$ cat src/rtl/ddpd_pkg.sv
// shared types and constants of the differential drive pd controller
// no dependencies; used by the channel interfaces and the top level
package ddpd_pkg;

	// field widths
	localparam int OP_W      = 2;
	localparam int CNT_W     = 32;
	localparam int PWR_W     = 16;
	localparam int MAXP_W    = 15;
	localparam int GAIN_W    = 32;
	localparam int CFG_IDX_W = 2;

	// register reset values
	localparam logic [MAXP_W-1:0] MAX_POWER_RST    = 15'h7fff;
	localparam logic [GAIN_W-1:0] MM_PER_CLICK_RST = 32'h0001_0000;

	// turn goal is |deg| * TURN_MUL / TURN_DIV, truncated
	localparam int TURN_MUL = 779;
	localparam int TURN_DIV = 1000;
	localparam int DIVD_W   = 25;
	localparam int REM_W    = 10;

	// serial datapath sizes
	localparam int STEP_W    = 5;
	localparam int MUL1_N    = GAIN_W;
	localparam int ACC1_W    = 19;
	localparam int SUM_W     = ACC1_W + GAIN_W;
	localparam int SAT_W     = 41;
	localparam int MW_W      = 42;
	localparam int DIG_N     = MW_W / 2;
	localparam int ACC2_W    = 16;
	localparam int ROUND_DIG = 7;

	typedef enum logic [OP_W-1:0] {
		OP_RESET = 2'd0,
		OP_FREE  = 2'd1,
		OP_DIST  = 2'd2,
		OP_TURN  = 2'd3
	} opcode_t;

	typedef enum logic [CFG_IDX_W-1:0] {
		CFG_MAX_POWER    = 2'd0,
		CFG_PROP_GAIN    = 2'd1,
		CFG_DERIV_GAIN   = 2'd2,
		CFG_MM_PER_CLICK = 2'd3
	} cfg_idx_t;

	// per-request control decided before the serial passes
	typedef struct packed {
		opcode_t op;
		logic    pd_run;
		logic    early;
		logic    dir_neg;
	} ctl_t;

endpackage

$ cat src/rtl/ddpd_cmd_if.sv
// request channel of the pd controller: valid/ready plus one control tick
// depends on ddpd_pkg for field widths
interface ddpd_cmd_if;
	logic                                valid;
	logic                                ready;
	logic [ddpd_pkg::OP_W-1:0]           opcode;
	logic signed [ddpd_pkg::CNT_W-1:0]   left_count;
	logic signed [ddpd_pkg::CNT_W-1:0]   right_count;
	logic signed [ddpd_pkg::PWR_W-1:0]   power_a;
	logic signed [ddpd_pkg::PWR_W-1:0]   power_b;
	logic signed [ddpd_pkg::PWR_W-1:0]   target;

	modport source (
		output valid, opcode, left_count, right_count, power_a, power_b, target,
		input  ready
	);
	modport sink (
		input  valid, opcode, left_count, right_count, power_a, power_b, target,
		output ready
	);
endinterface

$ cat src/rtl/ddpd_res_if.sv
// result channel of the pd controller: valid/ready plus motor commands and done
// depends on ddpd_pkg for field widths
interface ddpd_res_if;
	logic                              valid;
	logic                              ready;
	logic signed [ddpd_pkg::PWR_W-1:0] left_drive;
	logic signed [ddpd_pkg::PWR_W-1:0] right_drive;
	logic                              done_res;

	modport source (
		output valid, left_drive, right_drive, done_res,
		input  ready
	);
	modport sink (
		input  valid, left_drive, right_drive, done_res,
		output ready
	);
endinterface

$ cat src/rtl/differential_drive_pd_controller_top.sv
// Differential drive pd controller, one request per control tick, one result per request.
// The block works on one request at a time: a new request is taken only once the result of
// the last one has been loaded into the result register. The work is a bit-serial pass over
// the 32-bit gains and the 32-bit mm_per_click register (one bit per step, shared by the pd
// sum, both wheel distances and the turn-goal divider) and a radix-4 pass over the 42-bit
// weight that scales the base power, between the set-up states and the finish state.
// A finished result waits in its own register, so the next request is taken while it waits.
// The user must write the registers through cfg_we/cfg_addr/cfg_wdata only while no request
// is in flight; the block itself does not enforce this.
// depends on ddpd_pkg, ddpd_cmd_if, ddpd_res_if
module differential_drive_pd_controller_top (
	input  logic                               clk,
	input  logic                               arst_n,
	input  logic                               cfg_we,
	input  logic [ddpd_pkg::CFG_IDX_W-1:0]     cfg_addr,
	input  logic [ddpd_pkg::GAIN_W-1:0]        cfg_wdata,
	ddpd_cmd_if.sink                           cmd,
	ddpd_res_if.source                         res
);

	typedef enum logic [7:0] {
		ST_IDLE  = 8'b0000_0001,
		ST_PREP1 = 8'b0000_0010,
		ST_PREP2 = 8'b0000_0100,
		ST_MUL1  = 8'b0000_1000,
		ST_SABS  = 8'b0001_0000,
		ST_SW    = 8'b0010_0000,
		ST_MUL2  = 8'b0100_0000,
		ST_FIN   = 8'b1000_0000
	} state_t;

	state_t state_q;

	// configuration
	logic [ddpd_pkg::MAXP_W-1:0] max_power_q;
	logic [ddpd_pkg::GAIN_W-1:0] prop_gain_q;
	logic [ddpd_pkg::GAIN_W-1:0] deriv_gain_q;
	logic [ddpd_pkg::GAIN_W-1:0] mm_per_click_q;

	logic signed [15:0] prev_err_q;

	// request fields
	logic [ddpd_pkg::OP_W-1:0] op_q;
	logic signed [31:0]        lc_q;
	logic signed [31:0]        rc_q;
	logic signed [15:0]        pa_q;
	logic signed [15:0]        pb_q;
	logic signed [15:0]        tg_q;

	// set-up values
	logic [31:0]        magl_q;
	logic [31:0]        magr_q;
	logic signed [15:0] cl_q;
	logic signed [15:0] cr_q;
	logic [15:0]        tabs_q;
	ddpd_pkg::ctl_t     ctl_q;
	logic [14:0]        c_q;
	logic signed [15:0] err_q;
	logic signed [16:0] d_q;

	// serial pass one
	logic [31:0]                        pg_sr_q;
	logic [31:0]                        dg_sr_q;
	logic [31:0]                        mpc_sr_q;
	logic signed [ddpd_pkg::ACC1_W-1:0] acc1_q;
	logic [31:0]                        lo1_q;
	logic [31:0]                        mml_acc_q;
	logic [31:0]                        mmr_acc_q;
	logic [31:0]                        mml_lo_q;
	logic [31:0]                        mmr_lo_q;
	logic [ddpd_pkg::DIVD_W-1:0]        x_sr_q;
	logic [ddpd_pkg::REM_W-1:0]         rem_q;
	logic [15:0]                        goal_q;
	logic [ddpd_pkg::STEP_W-1:0]        cnt_q;

	// magnitude, weight and pass two
	logic [ddpd_pkg::SAT_W-1:0]  sabs_q;
	logic                        s_zero_q;
	logic                        s_pos_q;
	logic                        reach_q;
	logic [ddpd_pkg::MW_W-1:0]   mw_sr_q;
	logic                        wneg_q;
	logic [ddpd_pkg::ACC2_W-1:0] acc2_q;
	logic [ddpd_pkg::MW_W-1:0]   lo2_q;

	// result register
	logic               out_valid_q;
	logic signed [15:0] ld_q;
	logic signed [15:0] rd_q;
	logic               done_q;

	function automatic logic signed [15:0] clamp_pwr(input logic signed [15:0] p,
		input logic [14:0] m);
		logic signed [15:0] ms;
		ms = signed'({1'b0, m});
		if (p > ms) begin
			return ms;
		end else if (p < -ms) begin
			return -ms;
		end else begin
			return p;
		end
	endfunction

	logic in_acc;
	logic fin_load;

	assign cmd.ready = (state_q == ST_IDLE);
	assign in_acc    = cmd.valid && cmd.ready;
	assign fin_load  = (state_q == ST_FIN) && (!out_valid_q || res.ready);

	assign res.valid       = out_valid_q;
	assign res.left_drive  = ld_q;
	assign res.right_drive = rd_q;
	assign res.done_res    = done_q;

	// set-up logic
	logic signed [15:0] err_c;
	logic signed [16:0] d_c;
	logic               early_c;
	logic               pd_free_c;
	logic               pd_run_c;
	logic               dir_neg_c;
	logic [14:0]        c_c;
	logic [ddpd_pkg::DIVD_W-1:0] divd_c;

	always_comb begin
		err_c     = signed'(magl_q[15:0] - magr_q[15:0]);
		d_c       = signed'({prev_err_q[15], prev_err_q} - {err_c[15], err_c});
		early_c   = (tg_q == 16'sd0) || (pa_q == 16'sd0);
		pd_free_c = (cl_q == cr_q) && (cr_q != 16'sd0);
		// in free drive pd only runs with cl == cr, so |cl| is the base power everywhere
		c_c       = cl_q[15] ? 15'(-cl_q) : cl_q[14:0];
		dir_neg_c = (op_q == ddpd_pkg::OP_FREE) ? cr_q[15] : tg_q[15];
		unique case (op_q)
			ddpd_pkg::OP_FREE: pd_run_c = pd_free_c;
			ddpd_pkg::OP_DIST: pd_run_c = !early_c;
			default:           pd_run_c = 1'b0;
		endcase
		divd_c = ddpd_pkg::DIVD_W'(tabs_q) * ddpd_pkg::DIVD_W'(ddpd_pkg::TURN_MUL);
	end

	// pass one, per cycle: one gain bit, one mm_per_click bit, one quotient bit if dividing
	logic signed [ddpd_pkg::ACC1_W:0] add1_c;
	logic [32:0]                      suml_c;
	logic [32:0]                      sumr_c;
	logic [ddpd_pkg::REM_W:0]         trial_c;
	logic                             qbit_c;
	logic                             div_on_c;

	always_comb begin
		add1_c = {acc1_q[ddpd_pkg::ACC1_W-1], acc1_q}
			+ (pg_sr_q[0] ? (ddpd_pkg::ACC1_W+1)'(err_q) : '0)
			+ (dg_sr_q[0] ? (ddpd_pkg::ACC1_W+1)'(d_q) : '0);
		suml_c   = {1'b0, mml_acc_q} + (mpc_sr_q[0] ? {1'b0, magl_q} : 33'd0);
		sumr_c   = {1'b0, mmr_acc_q} + (mpc_sr_q[0] ? {1'b0, magr_q} : 33'd0);
		trial_c  = {rem_q, x_sr_q[ddpd_pkg::DIVD_W-1]};
		qbit_c   = trial_c >= (ddpd_pkg::REM_W+1)'(ddpd_pkg::TURN_DIV);
		div_on_c = (ctl_q.op == ddpd_pkg::OP_TURN)
			&& (cnt_q < ddpd_pkg::STEP_W'(ddpd_pkg::DIVD_W));
	end

	// magnitude of the pd sum, saturated at 2^40, and the distance checks
	logic signed [ddpd_pkg::SUM_W-1:0] s_c;
	logic [ddpd_pkg::SUM_W-1:0]        sabs_full_c;
	logic                              big_c;
	logic [31:0]                       thr_c;
	logic                              reach_c;

	always_comb begin
		s_c         = signed'({acc1_q, lo1_q});
		sabs_full_c = s_c[ddpd_pkg::SUM_W-1] ? ddpd_pkg::SUM_W'(-s_c) : ddpd_pkg::SUM_W'(s_c);
		big_c       = (sabs_full_c[ddpd_pkg::SUM_W-1:41] != '0)
			|| (sabs_full_c[40] && (sabs_full_c[39:0] != 40'd0));
		// round(prod / 2^16) >= goal  <=>  prod >= goal * 2^16 - 2^15
		thr_c   = {goal_q - 16'd1, 16'h8000};
		reach_c = (goal_q == 16'd0)
			|| (mml_acc_q != 32'd0) || (mml_lo_q >= thr_c)
			|| (mmr_acc_q != 32'd0) || (mmr_lo_q >= thr_c);
	end

	// weight of the weaker wheel: 1.0 - |s| in q16.16, kept as sign and magnitude
	logic                       wneg_c;
	logic [16:0]                mw_pos_c;
	logic [ddpd_pkg::SAT_W-1:0] mw_neg_c;

	always_comb begin
		wneg_c   = (sabs_q[ddpd_pkg::SAT_W-1:17] != '0) || (sabs_q[16] && (sabs_q[15:0] != 16'd0));
		mw_pos_c = 17'h1_0000 - sabs_q[16:0];
		mw_neg_c = sabs_q - ddpd_pkg::SAT_W'(17'h1_0000);
	end

	// pass two: radix-4 product c * weight, half a unit added at bit 15 for rounding
	logic [ddpd_pkg::ACC2_W+1:0] add2_c;

	always_comb begin
		add2_c = {2'b00, acc2_q}
			+ (mw_sr_q[0] ? {3'b000, c_q} : 18'd0)
			+ (mw_sr_q[1] ? {2'b00, c_q, 1'b0} : 18'd0)
			+ ((cnt_q == ddpd_pkg::STEP_W'(ddpd_pkg::ROUND_DIG)) ? 18'd2 : 18'd0);
	end

	// result assembly
	logic [ddpd_pkg::ACC2_W+ddpd_pkg::MW_W-17:0] r_c;
	logic               over_c;
	logic [14:0]        wmag_c;
	logic signed [15:0] wk_c;
	logic signed [15:0] wks_c;
	logic signed [15:0] cs_c;
	logic signed [15:0] pdl_c;
	logic signed [15:0] pdr_c;
	logic signed [15:0] l_c;
	logic signed [15:0] r_out_c;
	logic               done_c;

	always_comb begin
		r_c    = {acc2_q, lo2_q[ddpd_pkg::MW_W-1:16]};
		over_c = (r_c[$bits(r_c)-1:15] != '0) || (r_c[14:0] > max_power_q);
		wmag_c = over_c ? max_power_q : r_c[14:0];
		// a positive weight never gives more than c, so only the negative side clamps
		wk_c   = wneg_q ? -signed'({1'b0, wmag_c}) : signed'({1'b0, r_c[14:0]});
		wks_c  = ctl_q.dir_neg ? -wk_c : wk_c;
		cs_c   = ctl_q.dir_neg ? -signed'({1'b0, c_q}) : signed'({1'b0, c_q});
		priority if (s_zero_q) begin
			pdl_c = cs_c;
			pdr_c = cs_c;
		end else if (s_pos_q) begin
			pdl_c = wks_c;
			pdr_c = cs_c;
		end else begin
			pdl_c = cs_c;
			pdr_c = wks_c;
		end
		l_c     = 16'sd0;
		r_out_c = 16'sd0;
		done_c  = 1'b0;
		unique case (ctl_q.op)
			ddpd_pkg::OP_RESET: begin
				done_c = 1'b0;
			end
			ddpd_pkg::OP_FREE: begin
				l_c     = ctl_q.pd_run ? pdl_c : cl_q;
				r_out_c = ctl_q.pd_run ? pdr_c : cr_q;
			end
			ddpd_pkg::OP_DIST: begin
				if (ctl_q.early || reach_q) begin
					done_c = 1'b1;
				end else begin
					l_c     = pdl_c;
					r_out_c = pdr_c;
				end
			end
			ddpd_pkg::OP_TURN: begin
				if (ctl_q.early || reach_q) begin
					done_c = 1'b1;
				end else begin
					l_c     = cs_c;
					r_out_c = -cs_c;
				end
			end
			default: begin
				done_c = 1'b0;
			end
		endcase
	end

	// control state, configuration and the stored error
	always_ff @(posedge clk or negedge arst_n) begin
		if (!arst_n) begin
			state_q        <= ST_IDLE;
			cnt_q          <= '0;
			ctl_q          <= '0;
			out_valid_q    <= 1'b0;
			prev_err_q     <= 16'sd0;
			max_power_q    <= ddpd_pkg::MAX_POWER_RST;
			prop_gain_q    <= '0;
			deriv_gain_q   <= '0;
			mm_per_click_q <= ddpd_pkg::MM_PER_CLICK_RST;
		end else begin
			if (cfg_we) begin
				unique case (cfg_addr)
					ddpd_pkg::CFG_MAX_POWER:    max_power_q    <= cfg_wdata[ddpd_pkg::MAXP_W-1:0];
					ddpd_pkg::CFG_PROP_GAIN:    prop_gain_q    <= cfg_wdata;
					ddpd_pkg::CFG_DERIV_GAIN:   deriv_gain_q   <= cfg_wdata;
					ddpd_pkg::CFG_MM_PER_CLICK: mm_per_click_q <= cfg_wdata;
					default:                    max_power_q    <= max_power_q;
				endcase
			end

			if (fin_load) begin
				out_valid_q <= 1'b1;
			end else if (res.ready) begin
				out_valid_q <= 1'b0;
			end

			unique case (state_q)
				ST_IDLE: begin
					if (in_acc) begin
						state_q <= ST_PREP1;
					end
				end
				ST_PREP1: begin
					state_q <= ST_PREP2;
				end
				ST_PREP2: begin
					ctl_q.op      <= ddpd_pkg::opcode_t'(op_q);
					ctl_q.pd_run  <= pd_run_c;
					ctl_q.early   <= early_c;
					ctl_q.dir_neg <= dir_neg_c;
					if (op_q == ddpd_pkg::OP_RESET) begin
						prev_err_q <= 16'sd0;
					end else if (pd_run_c) begin
						prev_err_q <= err_c;
					end
					cnt_q   <= '0;
					state_q <= ST_MUL1;
				end
				ST_MUL1: begin
					cnt_q <= cnt_q + 1'b1;
					if (cnt_q == ddpd_pkg::STEP_W'(ddpd_pkg::MUL1_N - 1)) begin
						state_q <= ST_SABS;
					end
				end
				ST_SABS: begin
					state_q <= ST_SW;
				end
				ST_SW: begin
					cnt_q   <= '0;
					state_q <= ST_MUL2;
				end
				ST_MUL2: begin
					cnt_q <= cnt_q + 1'b1;
					if (cnt_q == ddpd_pkg::STEP_W'(ddpd_pkg::DIG_N - 1)) begin
						state_q <= ST_FIN;
					end
				end
				ST_FIN: begin
					if (fin_load) begin
						state_q <= ST_IDLE;
					end
				end
				default: begin
					state_q <= ST_IDLE;
				end
			endcase
		end
	end

	// datapath
	always_ff @(posedge clk) begin
		if (in_acc) begin
			op_q <= cmd.opcode;
			lc_q <= cmd.left_count;
			rc_q <= cmd.right_count;
			pa_q <= cmd.power_a;
			pb_q <= cmd.power_b;
			tg_q <= cmd.target;
		end

		if (state_q == ST_PREP1) begin
			magl_q <= lc_q[31] ? 32'(-lc_q) : 32'(lc_q);
			magr_q <= rc_q[31] ? 32'(-rc_q) : 32'(rc_q);
			cl_q   <= clamp_pwr(pa_q, max_power_q);
			cr_q   <= clamp_pwr(pb_q, max_power_q);
			tabs_q <= tg_q[15] ? 16'(-tg_q) : 16'(tg_q);
		end

		if (state_q == ST_PREP2) begin
			err_q     <= err_c;
			d_q       <= d_c;
			c_q       <= c_c;
			pg_sr_q   <= prop_gain_q;
			dg_sr_q   <= deriv_gain_q;
			mpc_sr_q  <= mm_per_click_q;
			acc1_q    <= '0;
			mml_acc_q <= '0;
			mmr_acc_q <= '0;
			x_sr_q    <= divd_c;
			rem_q     <= '0;
			goal_q    <= (op_q == ddpd_pkg::OP_TURN) ? 16'd0 : tabs_q;
		end

		if (state_q == ST_MUL1) begin
			pg_sr_q   <= pg_sr_q >> 1;
			dg_sr_q   <= dg_sr_q >> 1;
			mpc_sr_q  <= mpc_sr_q >> 1;
			acc1_q    <= add1_c[ddpd_pkg::ACC1_W:1];
			lo1_q     <= {add1_c[0], lo1_q[31:1]};
			mml_acc_q <= suml_c[32:1];
			mml_lo_q  <= {suml_c[0], mml_lo_q[31:1]};
			mmr_acc_q <= sumr_c[32:1];
			mmr_lo_q  <= {sumr_c[0], mmr_lo_q[31:1]};
			if (div_on_c) begin
				x_sr_q <= x_sr_q << 1;
				rem_q  <= qbit_c
					? ddpd_pkg::REM_W'(trial_c - (ddpd_pkg::REM_W+1)'(ddpd_pkg::TURN_DIV))
					: trial_c[ddpd_pkg::REM_W-1:0];
				goal_q <= {goal_q[14:0], qbit_c};
			end
		end

		if (state_q == ST_SABS) begin
			sabs_q   <= big_c ? {1'b1, 40'd0} : sabs_full_c[ddpd_pkg::SAT_W-1:0];
			s_zero_q <= (s_c == '0);
			s_pos_q  <= !s_c[ddpd_pkg::SUM_W-1];
			reach_q  <= reach_c;
		end

		if (state_q == ST_SW) begin
			wneg_q  <= wneg_c;
			mw_sr_q <= wneg_c ? {1'b0, mw_neg_c} : {25'd0, mw_pos_c};
			acc2_q  <= '0;
		end

		if (state_q == ST_MUL2) begin
			mw_sr_q <= mw_sr_q >> 2;
			acc2_q  <= add2_c[ddpd_pkg::ACC2_W+1:2];
			lo2_q   <= {add2_c[1:0], lo2_q[ddpd_pkg::MW_W-1:2]};
		end

		if (fin_load) begin
			ld_q   <= l_c;
			rd_q   <= r_out_c;
			done_q <= done_c;
		end
	end

endmodule
$ cat src/flat_wrapper.sv
// flat-port wrapper written by rule: the top's interface ports become plain ports
module differential_drive_pd_controller_top_flat 
  (clk, arst_n, cfg_we, cfg_addr, cfg_wdata, cmd_valid, cmd_opcode, cmd_left_count, cmd_right_count, cmd_power_a, cmd_power_b, cmd_target, cmd_ready, res_valid, res_left_drive, res_right_drive, res_done_res, res_ready);
  ddpd_cmd_if cmd_i ();
  ddpd_res_if res_i ();
  input  logic clk;
  input  logic arst_n;
  input  logic cfg_we;
  input  logic [ddpd_pkg::CFG_IDX_W-1:0] cfg_addr;
  input  logic [ddpd_pkg::GAIN_W-1:0] cfg_wdata;
  input wire logic [$bits(cmd_i.valid)-1:0] cmd_valid;
  input wire logic [$bits(cmd_i.opcode)-1:0] cmd_opcode;
  input wire logic [$bits(cmd_i.left_count)-1:0] cmd_left_count;
  input wire logic [$bits(cmd_i.right_count)-1:0] cmd_right_count;
  input wire logic [$bits(cmd_i.power_a)-1:0] cmd_power_a;
  input wire logic [$bits(cmd_i.power_b)-1:0] cmd_power_b;
  input wire logic [$bits(cmd_i.target)-1:0] cmd_target;
  output wire logic [$bits(cmd_i.ready)-1:0] cmd_ready;
  output wire logic [$bits(res_i.valid)-1:0] res_valid;
  output wire logic [$bits(res_i.left_drive)-1:0] res_left_drive;
  output wire logic [$bits(res_i.right_drive)-1:0] res_right_drive;
  output wire logic [$bits(res_i.done_res)-1:0] res_done_res;
  input wire logic [$bits(res_i.ready)-1:0] res_ready;
  assign cmd_i.valid = cmd_valid;
  assign cmd_i.opcode = cmd_opcode;
  assign cmd_i.left_count = cmd_left_count;
  assign cmd_i.right_count = cmd_right_count;
  assign cmd_i.power_a = cmd_power_a;
  assign cmd_i.power_b = cmd_power_b;
  assign cmd_i.target = cmd_target;
  assign cmd_ready = cmd_i.ready;
  assign res_valid = res_i.valid;
  assign res_left_drive = res_i.left_drive;
  assign res_right_drive = res_i.right_drive;
  assign res_done_res = res_i.done_res;
  assign res_i.ready = res_ready;
  differential_drive_pd_controller_top u_core (.clk(clk), .arst_n(arst_n), .cfg_we(cfg_we), .cfg_addr(cfg_addr), .cfg_wdata(cfg_wdata), .cmd(cmd_i), .res(res_i));
endmodule
$ cat config.mk
export PLATFORM = sky130hd
export DESIGN_NAME = differential_drive_pd_controller_top_flat
export DESIGN_NICKNAME = d
export VERILOG_FILES = /design/src/rtl/ddpd_pkg.sv /design/src/rtl/ddpd_cmd_if.sv /design/src/rtl/ddpd_res_if.sv /design/src/rtl/differential_drive_pd_controller_top.sv /design/src/flat_wrapper.sv
export SDC_FILE = /design/constraint.sdc
export NUM_CORES = 2
export LEC_CHECK = 0
export ABC_AREA = 1
export BUFFER_PORTS_ARGS = -buffer_cell sky130_fd_sc_hd__buf_2
export CAP_MARGIN = 20
export CORE_UTILIZATION = 50
export CTS_CLUSTER_DIAMETER = 60
export DETAILED_ROUTE_END_ITERATION = 12
export PLACE_DENSITY = 0.67
export SYNTH_ARGS = -nofsm -noshare
export SYNTH_HDL_FRONTEND = slang
export SYNTH_SLANG_ARGS = --single-unit
$ cat constraint.sdc
create_clock -name clk -period 13.7 [get_ports clk]
set_clock_uncertainty 0.05 [all_clocks]
set_input_delay 0 -clock clk [delete_from_list [all_inputs] [get_ports clk]]
set_output_delay 0 -clock clk [all_outputs]
set_load 0.05 [all_outputs]
==> metrics.md <==
| Metric | Value |
|---|---|
| Synth Cell Area | around 52000 um^2 |
| Fill cells | 8867 |
| Worst Path Required | ~14 ns |
| WL final | 129 mm |
| Initial Utilization | 0.505 |
| GRT overflow | 0 |
| Crit end category | flop |
| Post-DP HPWL | a little over 90 mm |
| Storage element area | 25100 um^2 |
| Htree depth | 3 |
| Slowest CP cell | clkinv_1 |
| PortBufs | ~190 |
| # nets final | ~6900 |
| CP arrival | 5.42 ns |
| Count of pins over their slew limit | 0 |
| Status | completed |
| Post-cts resize count | 0 |
| Worst VDD drop | around 0.21 mV |
| Largest cells by area after synthesis | edfxtp_1 39%, nand2_1 9.3%, ha_1 8.7% |
| CP cell instances | inv_1 -> ha_1 -> nand3_1 -> nor3_1 -> nand2_1 -> nor2_1 -> nand4_1 -> nor3_1 -> xor2_1 -> ha_1 -> nand2_1 -> nor4_1 -> o21ai_0 -> o2111ai_1 -> or2_2 -> nand2_1 -> clkinv_1 -> o211ai_1 -> o21ai_0 |
| Core Rows | 118 |
| EDFF count, synth | between 600 and 700 |
| CTS tree | built |
| Die H | between 300 and 400 um |
| Clock power share | 0.223 |
| # diodes | 0 |
| Most frequent cells after synthesis | 1305 x nand2_1, 798 x inv_1, 676 x edfxtp_1 |
| Share of post-route cells with drive strength above 1 | 0.0849 |
| Number of synthesized register bits | ~900 |
| Clock Path Buffers | 3 |
| Rel. slew slack | 0.263 |
| Worst-Skew Late Latency | slightly below 0.7 ns |
| DRC | 0 |
| Part of the Yosys area used for sequential elements | 0.478 |
| Post-route ant nets | 0 |
| YS warnings | 0 |
| Worst hold-check path type | primary input to flop |
| Syn nets | ~6400 |
| First-pass GRT wire length | 210 mm |
| Initial antenna violation count | 0 |
| Clock sinks | 877 |
| Average vias per placed instance | approximately 5.3 |
| Max cap viols | 0 |
| CP Class | flop to flop |
| Final worst path period share | 0.372 |
| Pwr per Cell Area | about 200 nW/um^2 |
| Crit-path max FO | 27 |
| Ys async rst share | 0.166 |
| CTS root buf | clkbuf_16 |
| 1st-iter DRT viols | approximately 3200 |
| Area of the multi-input gates | between 20000 and 25000 um^2 |
| Pin count of the biggest net entering global routing | between 80 and 90 |
| Die W | 326 um |
| Synthesized instance count | about 6000 |
| Synth top area share | 0.387 |
| Setup bufs post-CTS | 0 |
| RSZ-0062 raised after global routing | false |
| Final core utilization | 0.588 |
| Yosys top cell by area | edfxtp_1 |
| Routed vias | 41383 |
| Prevailing post-synth register cell | edfxtp_1 |
| Combinational share of power | 0.439 |
| Mean Syn Cell Area | around 9 um^2 |
| Final Setup Violations | 0 |
| Vias in the first global route | around 40000 |
| Total CTS buffers | between 100 and 150 |
| Most numerous cell in the Yosys netlist | nand2_1 |
| I/O pin total | between 150 and 200 |
| NetSw | approximately 5.0 mW |
| Final Hold Slack | 0.0452 ns |
| Most frequent CP cell | nand2_1 |
| Clk slew on worst S/H paths | roughly 0.060 ns |
| Slowest stage delay, CP | ~0.57 ns |
| Sw Share | 0.406 |
| Seq pwr share | 0.338 |
| Gpl congestion | 0.950 |
| Wire per inst | ~17 um |
| TritonRoute pass-1 iters | 6 |
| Slew @ Worst Pin | around 1.1 ns |
| Area grow syn2layout | 16.4% |
| Post-Route Setup TNS | 0 ns |
| Placed Instance Area | approximately 55000 um^2 |
| Yosys cell types | between 60 and 70 |
| Internal | between 7 and 8 mW |
| Post-route design area | approximately 61000 um^2 |
| Core area | between 100000 and 150000 um^2 |
| Pleak | approximately 27 nW |
| Gr usage total | 0.243 |
| Die area | 106000 um^2 |
| Crit start category | flop |
| Final Hold Viols | 0 |
| Achievable Freq | a little under 200 MHz |
| Final min period | 5.10 ns |
path summary, 6_finish.rpt:
check	startpoint	endpoint	slack, ns	cells past startpoint
worst max-delay path	u_core.max_power_q[1]	u_core.cl_q[12]	8.60	19
worst min-delay path	cmd_power_a[3]	u_core.pa_q[3]	0.05	2
worst max register to register	u_core.max_power_q[1]	u_core.cl_q[12]	8.60	19
worst min register to register	u_core.lo2_q[41]	u_core.lo2_q[39]	0.40	0
max in group asynchronous	arst_n	u_core.state_q[0]	12.47	5
min in group asynchronous	arst_n	u_core.mm_per_click_q[16]	0.37	3
critical path: cells and delay by family (launching register included):
| family | cells | cell delay [ns] |
|---|---|---|
| and+or+nand+nor | 10 | 1.77 |
| AOI/OAI and AO/OA | 4 | 0.79 |
| buffers and inverters | 2 | 0.77 |
| adders and majority gates | 2 | 0.59 |
| xor gates and xnor gates | 1 | 0.45 |
| DFF | 1 | 0.37 |
logic make-up after synthesis:
group,Yosys count,share of synthesized area
AND/OR/NAND/NOR,2247,0.182
buffers and inverters,965,0.0703
flip-flops,877,0.478
XOR/XNOR,246,0.0411
adder cells (fa/ha/maj),434,0.113
AO/OA/AOI/OAI,1074,0.115
per-stage QoR:
step                instances  worst slack, ns  total power [mW]
finish                   7751             8.60              12.4
global route             7751             8.23              13.4
CTS                      7747             8.55              12.4
detailed placement       7293             8.53              9.53
global placement         7292             8.66              9.42
floorplan                5843             1.34              8.24
per-layer routing:
metal  share of wire  vias to the layer above  GRT usage
met5               0                        -          0
met3           0.055                      227     0.0319
met1            0.46                    19381      0.336
met4           0.028                        0     0.0742
met2            0.46                     1174      0.400
li1                -                    20601          -
flip-flops by register name, summed over array words and instances (netlist names), 25 cells and up:
signal,cells
u_core.dg_sr_q,32
u_core.lc_q,32
u_core.lo2_q,26
u_core.prop_gain_q,32
u_core.magr_q,32
u_core.mm_per_click_q,32
u_core.pg_sr_q,32
u_core.mmr_acc_q,32
u_core.magl_q,32
u_core.rc_q,32
u_core.deriv_gain_q,32
u_core.mw_sr_q,41
u_core.mpc_sr_q,32
u_core.sabs_q,41
u_core.x_sr_q,25
u_core.mml_acc_q,32
u_core.lo1_q,32
area by class of cell:
class / count / share of cell area
Clock buffer: 136 / 0.0466
Timing Repair Buffer: 490 / 0.0651
Tap cell: 1380 / 0.0283
Sequential cell: 877 / 0.411
Clock inverter: 54 / 0.00993
Multi-Input combinational cell: 4001 / 0.389
Inverter: 813 / 0.0502
power groups by stage:
stage	logic (mW)	registers [mW]	clock network, mW
6_report	5.43	4.18	2.76
3_3_place_gp	5.22	4.20	0
5_1_grt	6.30	4.23	2.92
4_1_cts	5.42	4.16	2.81
3_5_place_dp	5.32	4.21	0
2_1_floorplan	4.13	4.11	0
layout by cell type, fill, tap and decap left out, types with 25 or more instances in the layout:
cell type	Yosys	layout
xor2_1	175	175
nand3_1	191	189
buf_2	8	186
o211ai_1	48	48
nor2_2	48	48
dfrtp_1	129	129
fa_1	68	68
xnor2_1	71	71
dlygate4sd3_1	0	264
o21ai_0	440	440
nor4_1	53	51
a31oi_1	25	25
a21oi_1	371	371
clkbuf_16	0	105
nor2_1	411	409
buf_4	2	34
o21a_1	51	51
nand2_1	1305	1301
ha_1	366	366
nor3_1	90	90
inv_1	798	795
edfxtp_1	676	676
dfxtp_1	55	55
nand4_1	71	71
what timing repair did:
item | in CTS | in global routing
endpoints found under the hold margin | 299 | 9
hold buffers | 264 | 1
endpoints found under the setup margin | 0 | 0
No activity file was read; power rests on OpenSTA's default activity.
